**src/design/mlm_pkg.sv**
```systemverilog
// Shared constants and controller/datapath interface types of the limb multiplier.
package mlm_pkg;

  localparam int N_LIMBS_DEF = 8;
  localparam int LIMB_W      = 26;
  localparam int RES_W       = 5;
  localparam logic [RES_W-1:0] RES_RESET = RES_W'(16);

  localparam int IN_DATA_W  = 56;
  localparam int OUT_DATA_W = 32;

  typedef struct packed {
    logic load_we;
    logic clear;
    logic tok_valid;
    logic tok_end;
    logic tok_zero;
    logic tok_above;
    logic out_load;
    logic out_last;
  } mlm_cmd_t;

  typedef struct packed {
    logic out_free;
  } mlm_sts_t;

endpackage

```
**src/design/multiprecision_limb_multiplier.sv**
```systemverilog
// Top level of the radix 2^26 multiprecision limb multiplier.
// Usage:
//   Input stream: N_LIMBS transactions, each carrying one 26-bit limb of x and
//   one of y, least significant first. The transaction that completes both
//   operands starts the multiplication; no input is taken until the product
//   has been handed to the output register.
//   Output stream: min(max(result_limbs,1), 2*N_LIMBS) transactions, low limb
//   first; tlast marks the final limb, tuser[0] on it flags a nonzero
//   dropped upper limb.
//   Sequence: the operand limbs are stored as they arrive. One 26x26 multiplier
//   computes the product column by column, and its pipeline is then drained.
//   Each result limb is then read from the product store and loaded into the
//   output register.
//   A stalled receiver holds the output register; emission waits for it.
//   Reset clears the load count and the output valid and sets result_limbs
//   to 16. cfg_we writes result_limbs in any cycle.
module multiprecision_limb_multiplier #(
  parameter int N_LIMBS = mlm_pkg::N_LIMBS_DEF
) (
  input  logic                           clk,
  input  logic                           rst_n,
  input  logic                           in_tvalid,
  output logic                           in_tready,
  input  logic [mlm_pkg::IN_DATA_W-1:0]  in_tdata,   // x_limb, y_limb
  output logic                           out_tvalid,
  input  logic                           out_tready,
  output logic [mlm_pkg::OUT_DATA_W-1:0] out_tdata,  // product_limb
  output logic                           out_tlast,
  output logic [0:0]                     out_tuser,  // dropped_nonzero
  input  logic                           cfg_we,
  input  logic [mlm_pkg::RES_W-1:0]      cfg_wdata
);
  import mlm_pkg::*;

  localparam int P  = 2 * N_LIMBS;
  localparam int IW = (N_LIMBS > 1) ? $clog2(N_LIMBS) : 1;
  localparam int CW = $clog2(P);

  logic [RES_W-1:0]  res_r;
  mlm_cmd_t          cmd;
  mlm_sts_t          sts;
  logic [IW-1:0]     ld_addr, x_addr, y_addr;
  logic [CW-1:0]     col_addr, rd_addr;
  logic [LIMB_W-1:0] product_limb;
  logic              dropped_nonzero;

  always_ff @(posedge clk) begin
    if (!rst_n) begin
      res_r <= RES_RESET;
    end else if (cfg_we) begin
      res_r <= cfg_wdata;
    end
  end

  mlm_ctrl #(.N_LIMBS(N_LIMBS)) u_ctrl (
    .clk(clk), .rst_n(rst_n), .in_tvalid(in_tvalid), .in_tready(in_tready),
    .cfg_res(res_r), .sts(sts), .cmd(cmd), .ld_addr(ld_addr),
    .x_addr(x_addr), .y_addr(y_addr), .col_addr(col_addr), .rd_addr(rd_addr)
  );

  mlm_dp #(.N_LIMBS(N_LIMBS)) u_dp (
    .clk(clk), .rst_n(rst_n),
    .x_limb(in_tdata[LIMB_W-1:0]), .y_limb(in_tdata[2*LIMB_W-1:LIMB_W]),
    .cmd(cmd), .ld_addr(ld_addr), .x_addr(x_addr), .y_addr(y_addr),
    .col_addr(col_addr), .rd_addr(rd_addr), .sts(sts),
    .out_tready(out_tready), .out_tvalid(out_tvalid),
    .product_limb(product_limb), .last_limb(out_tlast),
    .dropped_nonzero(dropped_nonzero)
  );

  assign out_tdata    = OUT_DATA_W'(product_limb);
  assign out_tuser[0] = dropped_nonzero;

endmodule

```
**src/design/mlm_ram.sv**
```systemverilog
// Generic simple dual-port RAM with registered read.
module mlm_ram #(
  parameter int WIDTH = 26,
  parameter int DEPTH = 8,
  localparam int AW = (DEPTH > 1) ? $clog2(DEPTH) : 1
) (
  input  logic             clk,
  input  logic             we,
  input  logic [AW-1:0]    waddr,
  input  logic [WIDTH-1:0] wdata,
  input  logic [AW-1:0]    raddr,
  output logic [WIDTH-1:0] rdata
);

  logic [WIDTH-1:0] mem_r [DEPTH];
  logic [WIDTH-1:0] rdata_r;

  always_ff @(posedge clk) begin
    if (we) begin
      mem_r[waddr] <= wdata;
    end
    rdata_r <= mem_r[raddr];
  end

  assign rdata = rdata_r;

endmodule

```
**src/design/mlm_ctrl.sv**
```systemverilog
// Sequencer: operand loading, column-wise product schedule and limb emission.
module mlm_ctrl #(
  parameter int N_LIMBS = mlm_pkg::N_LIMBS_DEF,
  localparam int P  = 2 * N_LIMBS,
  localparam int IW = (N_LIMBS > 1) ? $clog2(N_LIMBS) : 1,
  localparam int CW = $clog2(P),
  localparam int EW = $clog2(P + 1)
) (
  input  logic                      clk,
  input  logic                      rst_n,
  input  logic                      in_tvalid,
  output logic                      in_tready,
  input  logic [mlm_pkg::RES_W-1:0] cfg_res,
  input  mlm_pkg::mlm_sts_t         sts,
  output mlm_pkg::mlm_cmd_t         cmd,
  output logic [IW-1:0]             ld_addr,
  output logic [IW-1:0]             x_addr,
  output logic [IW-1:0]             y_addr,
  output logic [CW-1:0]             col_addr,
  output logic [CW-1:0]             rd_addr
);
  import mlm_pkg::*;

  typedef enum logic [2:0] {
    S_LOAD, S_CALC, S_DRAIN1, S_DRAIN2, S_EMIT, S_CAP
  } state_t;

  state_t          state_r, state_nxt;
  logic [IW-1:0]   cnt_r, cnt_nxt;
  logic [CW-1:0]   col_r, col_nxt;
  logic [IW-1:0]   i_r, i_nxt;
  logic [EW-1:0]   emit_r, emit_nxt;
  logic [CW-1:0]   oidx_r, oidx_nxt;
  logic [EW-1:0]   emit_calc;
  logic [CW-1:0]   col_inc;
  logic [CW-1:0]   j_full;
  logic            last_col;
  logic            tok_end;
  logic            out_last;

  function automatic logic [IW-1:0] hi_of(input logic [CW-1:0] k);
    if (int'(k) < N_LIMBS) begin
      return IW'(k);
    end
    return IW'(N_LIMBS - 1);
  endfunction

  function automatic logic [IW-1:0] lo_of(input logic [CW-1:0] k);
    if (int'(k) >= N_LIMBS) begin
      return IW'(int'(k) - N_LIMBS + 1);
    end
    return '0;
  endfunction

  always_comb begin
    if (cfg_res == '0) begin
      emit_calc = EW'(1);
    end else if (int'(cfg_res) > P) begin
      emit_calc = EW'(P);
    end else begin
      emit_calc = EW'(cfg_res);
    end
  end

  assign col_inc  = col_r + CW'(1);
  assign j_full   = col_r - CW'(i_r);
  assign last_col = (col_r == CW'(P - 1));
  assign tok_end  = last_col || (i_r == hi_of(col_r));
  assign out_last = ((EW'(oidx_r) + EW'(1)) == emit_r);

  assign ld_addr  = cnt_r;
  assign x_addr   = i_r;
  assign y_addr   = j_full[IW-1:0];
  assign col_addr = col_r;
  assign rd_addr  = oidx_r;

  always_comb begin
    state_nxt = state_r;
    cnt_nxt   = cnt_r;
    col_nxt   = col_r;
    i_nxt     = i_r;
    emit_nxt  = emit_r;
    oidx_nxt  = oidx_r;
    in_tready = 1'b0;
    cmd       = '0;
    unique case (state_r)
      S_LOAD: begin
        in_tready = 1'b1;
        if (in_tvalid) begin
          cmd.load_we = 1'b1;
          if (cnt_r == IW'(N_LIMBS - 1)) begin
            cmd.clear = 1'b1;
            cnt_nxt   = '0;
            emit_nxt  = emit_calc;
            col_nxt   = '0;
            i_nxt     = '0;
            state_nxt = S_CALC;
          end else begin
            cnt_nxt = cnt_r + IW'(1);
          end
        end
      end
      S_CALC: begin
        cmd.tok_valid = 1'b1;
        cmd.tok_end   = tok_end;
        cmd.tok_zero  = last_col;
        cmd.tok_above = (EW'(col_r) >= emit_r);
        if (tok_end) begin
          if (last_col) begin
            oidx_nxt  = '0;
            state_nxt = S_DRAIN1;
          end else begin
            col_nxt = col_inc;
            i_nxt   = lo_of(col_inc);
          end
        end else begin
          i_nxt = i_r + IW'(1);
        end
      end
      S_DRAIN1: state_nxt = S_DRAIN2;
      S_DRAIN2: state_nxt = S_EMIT;
      S_EMIT: begin
        if (sts.out_free) begin
          state_nxt = S_CAP;
        end
      end
      S_CAP: begin
        cmd.out_load = 1'b1;
        cmd.out_last = out_last;
        if (out_last) begin
          state_nxt = S_LOAD;
        end else begin
          oidx_nxt  = oidx_r + CW'(1);
          state_nxt = S_EMIT;
        end
      end
      default: state_nxt = S_LOAD;
    endcase
  end

  always_ff @(posedge clk) begin
    if (!rst_n) begin
      state_r <= S_LOAD;
      cnt_r   <= '0;
      col_r   <= '0;
      i_r     <= '0;
      emit_r  <= '0;
      oidx_r  <= '0;
    end else begin
      state_r <= state_nxt;
      cnt_r   <= cnt_nxt;
      col_r   <= col_nxt;
      i_r     <= i_nxt;
      emit_r  <= emit_nxt;
      oidx_r  <= oidx_nxt;
    end
  end

endmodule

```
**src/design/mlm_dp.sv**
```systemverilog
// Datapath: operand stores, limb multiplier, column accumulator, product store, output register.
module mlm_dp #(
  parameter int N_LIMBS = mlm_pkg::N_LIMBS_DEF,
  localparam int P  = 2 * N_LIMBS,
  localparam int IW = (N_LIMBS > 1) ? $clog2(N_LIMBS) : 1,
  localparam int CW = $clog2(P)
) (
  input  logic                       clk,
  input  logic                       rst_n,
  input  logic [mlm_pkg::LIMB_W-1:0] x_limb,
  input  logic [mlm_pkg::LIMB_W-1:0] y_limb,
  input  mlm_pkg::mlm_cmd_t          cmd,
  input  logic [IW-1:0]              ld_addr,
  input  logic [IW-1:0]              x_addr,
  input  logic [IW-1:0]              y_addr,
  input  logic [CW-1:0]              col_addr,
  input  logic [CW-1:0]              rd_addr,
  output mlm_pkg::mlm_sts_t          sts,
  input  logic                       out_tready,
  output logic                       out_tvalid,
  output logic [mlm_pkg::LIMB_W-1:0] product_limb,
  output logic                       last_limb,
  output logic                       dropped_nonzero
);
  import mlm_pkg::*;

  localparam int PW = 2 * LIMB_W;
  localparam int AW = PW + $clog2(N_LIMBS) + 2;

  logic [LIMB_W-1:0] xd, yd, pd;
  logic              v1_r, end1_r, zero1_r, above1_r;
  logic [CW-1:0]     col1_r;
  logic              v2_r, end2_r, above2_r;
  logic [CW-1:0]     col2_r;
  logic [PW-1:0]     p_r, p_nxt;
  logic [AW-1:0]     acc_r, sum;
  logic              drop_r;
  logic              pwe;
  logic              out_valid_r;
  logic [LIMB_W-1:0] out_limb_r;
  logic              out_last_r, out_drop_r;

  mlm_ram #(.WIDTH(LIMB_W), .DEPTH(N_LIMBS)) u_xram (
    .clk(clk), .we(cmd.load_we), .waddr(ld_addr), .wdata(x_limb),
    .raddr(x_addr), .rdata(xd)
  );

  mlm_ram #(.WIDTH(LIMB_W), .DEPTH(N_LIMBS)) u_yram (
    .clk(clk), .we(cmd.load_we), .waddr(ld_addr), .wdata(y_limb),
    .raddr(y_addr), .rdata(yd)
  );

  assign sum = acc_r + AW'(p_r);
  assign pwe = v2_r && end2_r;

  mlm_ram #(.WIDTH(LIMB_W), .DEPTH(P)) u_pram (
    .clk(clk), .we(pwe), .waddr(col2_r), .wdata(sum[LIMB_W-1:0]),
    .raddr(rd_addr), .rdata(pd)
  );

  assign p_nxt = zero1_r ? '0 : xd * yd;

  always_ff @(posedge clk) begin
    if (!rst_n) begin
      v1_r <= 1'b0;
      v2_r <= 1'b0;
    end else begin
      v1_r <= cmd.tok_valid;
      v2_r <= v1_r;
    end
  end

  always_ff @(posedge clk) begin
    end1_r   <= cmd.tok_end;
    zero1_r  <= cmd.tok_zero;
    above1_r <= cmd.tok_above;
    col1_r   <= col_addr;
    end2_r   <= end1_r;
    above2_r <= above1_r;
    col2_r   <= col1_r;
    p_r      <= p_nxt;
  end

  always_ff @(posedge clk) begin
    if (cmd.clear) begin
      acc_r  <= '0;
      drop_r <= 1'b0;
    end else if (v2_r) begin
      if (end2_r) begin
        acc_r <= sum >> LIMB_W;
        if (above2_r && (sum[LIMB_W-1:0] != '0)) begin
          drop_r <= 1'b1;
        end
      end else begin
        acc_r <= sum;
      end
    end
  end

  always_ff @(posedge clk) begin
    if (!rst_n) begin
      out_valid_r <= 1'b0;
    end else if (cmd.out_load) begin
      out_valid_r <= 1'b1;
    end else if (out_tready) begin
      out_valid_r <= 1'b0;
    end
  end

  always_ff @(posedge clk) begin
    if (cmd.out_load) begin
      out_limb_r <= pd;
      out_last_r <= cmd.out_last;
      out_drop_r <= cmd.out_last && drop_r;
    end
  end

  assign sts.out_free    = !out_valid_r || out_tready;
  assign out_tvalid      = out_valid_r;
  assign product_limb    = out_limb_r;
  assign last_limb       = out_last_r;
  assign dropped_nonzero = out_drop_r;

endmodule

```
**config.mk**
```make
export PLATFORM = sky130hd
export DESIGN_NAME = multiprecision_limb_multiplier
export DESIGN_NICKNAME = d
export VERILOG_FILES = /design/src/design/mlm_pkg.sv /design/src/design/multiprecision_limb_multiplier.sv /design/src/design/mlm_ram.sv /design/src/design/mlm_ctrl.sv /design/src/design/mlm_dp.sv
export SDC_FILE = /design/constraint.sdc
export NUM_CORES = 2
export LEC_CHECK = 0
export BUFFER_PORTS_ARGS = -buffer_cell sky130_fd_sc_hd__buf_2
export CAP_MARGIN = 30
export CORE_MARGIN = 2
export CORE_UTILIZATION = 64
export CTS_CLUSTER_DIAMETER = 30
export CTS_CLUSTER_SIZE = 28
export DETAILED_ROUTE_END_ITERATION = 10
export HOLD_SLACK_MARGIN = 0.12
export PLACE_DENSITY = 0.81
export SLEW_MARGIN = 10
export SYNTH_ARGS = -nofsm -noshare
export SYNTH_HDL_FRONTEND = slang
export SYNTH_SLANG_ARGS = --single-unit
```
**constraint.sdc**
```tcl
create_clock -name clk -period 9.77 [get_ports clk]
set_input_delay 1.954 -clock clk [delete_from_list [all_inputs] [get_ports clk]]
set_output_delay 1.954 -clock clk [all_outputs]
set_load 0.01 [all_outputs]
```
==> impl_metrics.csv <==
group,metric,value,unit
critical_path,endpoint,"u_dp.p_r[51]",
floorplan,core_ar,0.0999,mm^2
timing,slew_headroom,27.3,%
timing,fmax,119,MHz
timing,accumulated_negative_setup_slack,0,ps
status,outcome,"complete, no violations",
critical_path,worstPathMaxFanout,19,
clock_tree,worst_setup_hold_path_clk_slew,50,ps
critical_path,critical_path_required,10450,ps
critical_path,reg2reg_depth,26,
run,maxCapViolCount,0,
timing,finClkSkew,99.1,ps
yosys,post_synth_inst_count,4896,
global_route,grt_first_pass_wirelength,263000,um
yosys,total_of_warnings_raised_by_yosys,0,
timing,hold_viol_final,0,
clock_tree,cts_repair_resized_insts,0,
yosys,number_of_enable_flip_flop_cells_after_synthesis,860,
floorplan,dieWidth,321,um
yosys,synth.yosys.seq_area_share,47.4,%
drt,drcViolationCount,0,
floorplan,initial_core_util,64.4,%
floorplan,placement_rows,116,
place,gp_congestion,0.940,
drt,routed-via-count,41640,
timing,grt_setup_unrepaired,"false",
drt,drt-total-wl,173000,um
floorplan,floorplan.die_area,0.103,mm^2
global_route,grt_pass1_vias,44022,
place,io_buffers,91,
yosys,synthTopCellsByCount,"860 x sky130_fd_sc_hd__edfxtp_1, 654 x sky130_fd_sc_hd__inv_1, 576 x sky130_fd_sc_hd__fa_1, 506 x sky130_fd_sc_hd__nand2_1, 376 x sky130_fd_sc_hd__and2_1",
clock_tree,htreeDepth,4,
finish,register_area,0.0305,mm^2
clock_tree,cts_setup_buffers,0,
clock_tree,tritoncts,"yes",
drt,viasPerCell,6.37,
yosys,post_synth.cell_area_avg,13.1,um^2
critical_path,critical_path_class,"flip-flop to flip-flop",
global_route,grt_overflow,0,
yosys,synth.area.top_cells,"sky130_fd_sc_hd__edfxtp_1 40%, sky130_fd_sc_hd__fa_1 18%, sky130_fd_sc_hd__mux4_2 8.2%",
global_route,grt_start_max_net_pins,68,
timing,setup_viol,0,
clock_tree,clk_path_buf_depth,3,
critical_path,setup.worst_path.start_class,"flip-flop",
finish,multi_input_area,0.0307,mm^2
yosys,syn_area,0.0643,mm^2
critical_path,timing.reg2reg.setup_slack,1400,ps
critical_path,worst_setup_path_startpoint,"u_dp.u_xram.rdata[11]",
finish,finalNetCount,5966,
yosys,yosys_top_cell_by_area,"sky130_fd_sc_hd__edfxtp_1",
clock_tree,cts_hold_buffers,0,
timing,worst_slew_pin_tran,1090,ps
clock_tree,clock_tree.root_cell,"sky130_fd_sc_hd__clkbuf_16",
critical_path,crit-reg2reg-launch,"u_dp.u_xram.rdata[11]",
timing,share_of_the_clock_period_used_by_the_worst_path,85.7,%
yosys,ys_types,83,
critical_path,critPathCaptureType,"flip-flop",
drt,route.detailed.wl_per_inst,26.5,um
drt,drt_first_iter_violations,4595,
floorplan,dieHeight,321,um
timing,final_max_slew_viol_count,0,
min_path,hold_path_class,"flip-flop to flip-flop",
clock_tree,cts_made_buffers,182,
clock_tree,worst_skew_pair_latency,830,ps
place,detailed_place_hpwl,102000,um
critical_path,rr_endpoint,"u_dp.p_r[51]",
yosys,synthMostInstantiatedCell,"sky130_fd_sc_hd__edfxtp_1",
drt,final_antenna_net_count,0,
yosys,ys_dominant_reg_cell,"sky130_fd_sc_hd__edfxtp_1",
yosys,synth_async_sr_flop_share,0,%
yosys,portion_of_synthesized_cell_area_occupied_by_the_leading_cell_type,40.2,%
finish,syn2layout_area_growth,14.6,%
drt,firstDrtPassIters,8,
critical_path,worst_ep_arrival_time,9060,ps
global_route,global_route.usage.total,34.1,%
floorplan,count_of_boundary_i_o_pins,102,
finish,final_layout_size_suffix_gt1_share,16.4,%
timing,min_period,8370,ps
finish,number_of_fill_cells,5692,
global_route,grt_antenna_before_repair,4,
yosys,ys_seq_elements,1091,
clock_tree,clk_sink_count,1091,
## routing by layer
| metal | GRT usage, % | routed length (um) | vias up |
|---|---|---|---|
| li1 | - | - | 17112 |
| met1 | 41.7 | 59100 | 20808 |
| met2 | 56.9 | 85500 | 2909 |
| met3 | 6.97 | 16800 | 807 |
| met4 | 19.6 | 12000 | 4 |
| met5 | 0 | 26 | - |
## sequential cells by signal, summed over array words and instances (netlist names), 3 cells and up
register	count
res_r	5
u_ctrl.col_addr	4
u_ctrl.emit_r	5
u_ctrl.ld_addr	3
u_ctrl.rd_addr	4
u_ctrl.state_r	3
u_ctrl.x_addr	3
u_dp.acc_r	57
u_dp.col1_r	4
u_dp.col2_r	4
u_dp.p_r	52
u_dp.product_limb	26
u_dp.u_pram.mem_r	416
u_dp.u_pram.rdata	26
u_dp.u_xram.mem_r	208
u_dp.u_xram.rdata	26
u_dp.u_yram.mem_r	208
u_dp.u_yram.rdata	26
## logic make-up (layout without fill, tap and decap cells)
kind of cell,count (synthesis),in the layout,share of synthesized area (%)
flops,1091,1091,47.4
other cells,1,12,0.00583
compound gates,464,464,4.81
xor+xnor,105,105,1.43
buf+inv,889,1220,5.23
fa+ha+maj,830,830,22.9
mux,281,281,8.99
simple gates,1235,1235,9.30
## cell type report
class / count / share of cell area [%]
antenna: 6 / 0.0204
timing repair buffer: 217 / 2.32
multi-input combinational: 2921 / 41.7
clock inverter: 140 / 2.62
tap: 1298 / 2.21
clock buffer: 206 / 6.45
sequential: 1091 / 41.4
inverter: 657 / 3.35
## critical path, stage by stage, from the launching register on
cell	delay, ps
sky130_fd_sc_hd__dfxtp_1	1000
sky130_fd_sc_hd__buf_4	310
sky130_fd_sc_hd__nand2_1	80
sky130_fd_sc_hd__fa_1	540
sky130_fd_sc_hd__inv_1	50
sky130_fd_sc_hd__fa_1	530
sky130_fd_sc_hd__inv_1	80
sky130_fd_sc_hd__fa_1	450
sky130_fd_sc_hd__fa_1	550
sky130_fd_sc_hd__inv_1	60
sky130_fd_sc_hd__fa_1	520
sky130_fd_sc_hd__fa_1	500
sky130_fd_sc_hd__inv_1	50
sky130_fd_sc_hd__fa_1	470
sky130_fd_sc_hd__inv_1	40
sky130_fd_sc_hd__ha_1	350
sky130_fd_sc_hd__and3_1	260
sky130_fd_sc_hd__and2_1	160
sky130_fd_sc_hd__a21oi_1	80
sky130_fd_sc_hd__a41oi_1	310
sky130_fd_sc_hd__a221oi_1	180
sky130_fd_sc_hd__a2111o_1	480
sky130_fd_sc_hd__and2_1	240
sky130_fd_sc_hd__o211ai_2	280
sky130_fd_sc_hd__a21oi_1	130
sky130_fd_sc_hd__or4_1	480
sky130_fd_sc_hd__o21ai_1	80
## placed cells by master (no fill, tap or decap), types with 25 or more instances in the layout
master                      netlist  routed
sky130_fd_sc_hd__nor2_1         178     160
sky130_fd_sc_hd__mux4_2         234     234
sky130_fd_sc_hd__nand3_1         25      25
sky130_fd_sc_hd__inv_6            0      26
sky130_fd_sc_hd__buf_2            1      91
sky130_fd_sc_hd__o21ai_0         64      64
sky130_fd_sc_hd__nor3_1          34      28
sky130_fd_sc_hd__a21o_1          70      70
sky130_fd_sc_hd__a21oi_1        135     135
sky130_fd_sc_hd__nand2_1        506     506
sky130_fd_sc_hd__xor2_1          44      44
sky130_fd_sc_hd__clkbuf_16        0     186
sky130_fd_sc_hd__ha_1           254     253
sky130_fd_sc_hd__and2_1         376     376
sky130_fd_sc_hd__mux2_2          26      26
sky130_fd_sc_hd__buf_4            6     101
sky130_fd_sc_hd__inv_1          654     654
sky130_fd_sc_hd__xnor2_1         61      59
sky130_fd_sc_hd__dfxtp_1        231     223
sky130_fd_sc_hd__fa_1           576     576
sky130_fd_sc_hd__edfxtp_1       860     860
## worst min-delay path by stage
stage | from | to | depth (start not counted)
2_1_floorplan | u_dp.above1_r | u_dp.above2_r | 0
3_3_place_gp | u_dp.col1_r[1] | u_dp.col2_r[1] | 0
3_5_place_dp | u_dp.col1_r[1] | u_dp.col2_r[1] | 0
4_1_cts | u_dp.end1_r | u_dp.end2_r | 0
5_1_grt | u_dp.end1_r | u_dp.end2_r | 0
6_report | u_dp.end1_r | u_dp.end2_r | 0
## through the flow
step / util, % / hold WS, ps / instances / instance area, um^2 / worst slack [ps]
floorplan: - / 310 / 4901 / 64300 / 2640
detailed placement: 66.9 / 313 / 6174 / 66800 / 1570
global placement: 66.5 / 314 / 6158 / 66500 / 1690
global route: 73.7 / 328 / 6531 / 73600 / 1130
CTS: 73.6 / 327 / 6520 / 73400 / 1550
finish: 73.8 / 325 / 6536 / 73600 / 1400
Power is left out: the tool's default activity adds up to more than one toggle a clock period on the data nets, which glitch-free logic cannot reach.
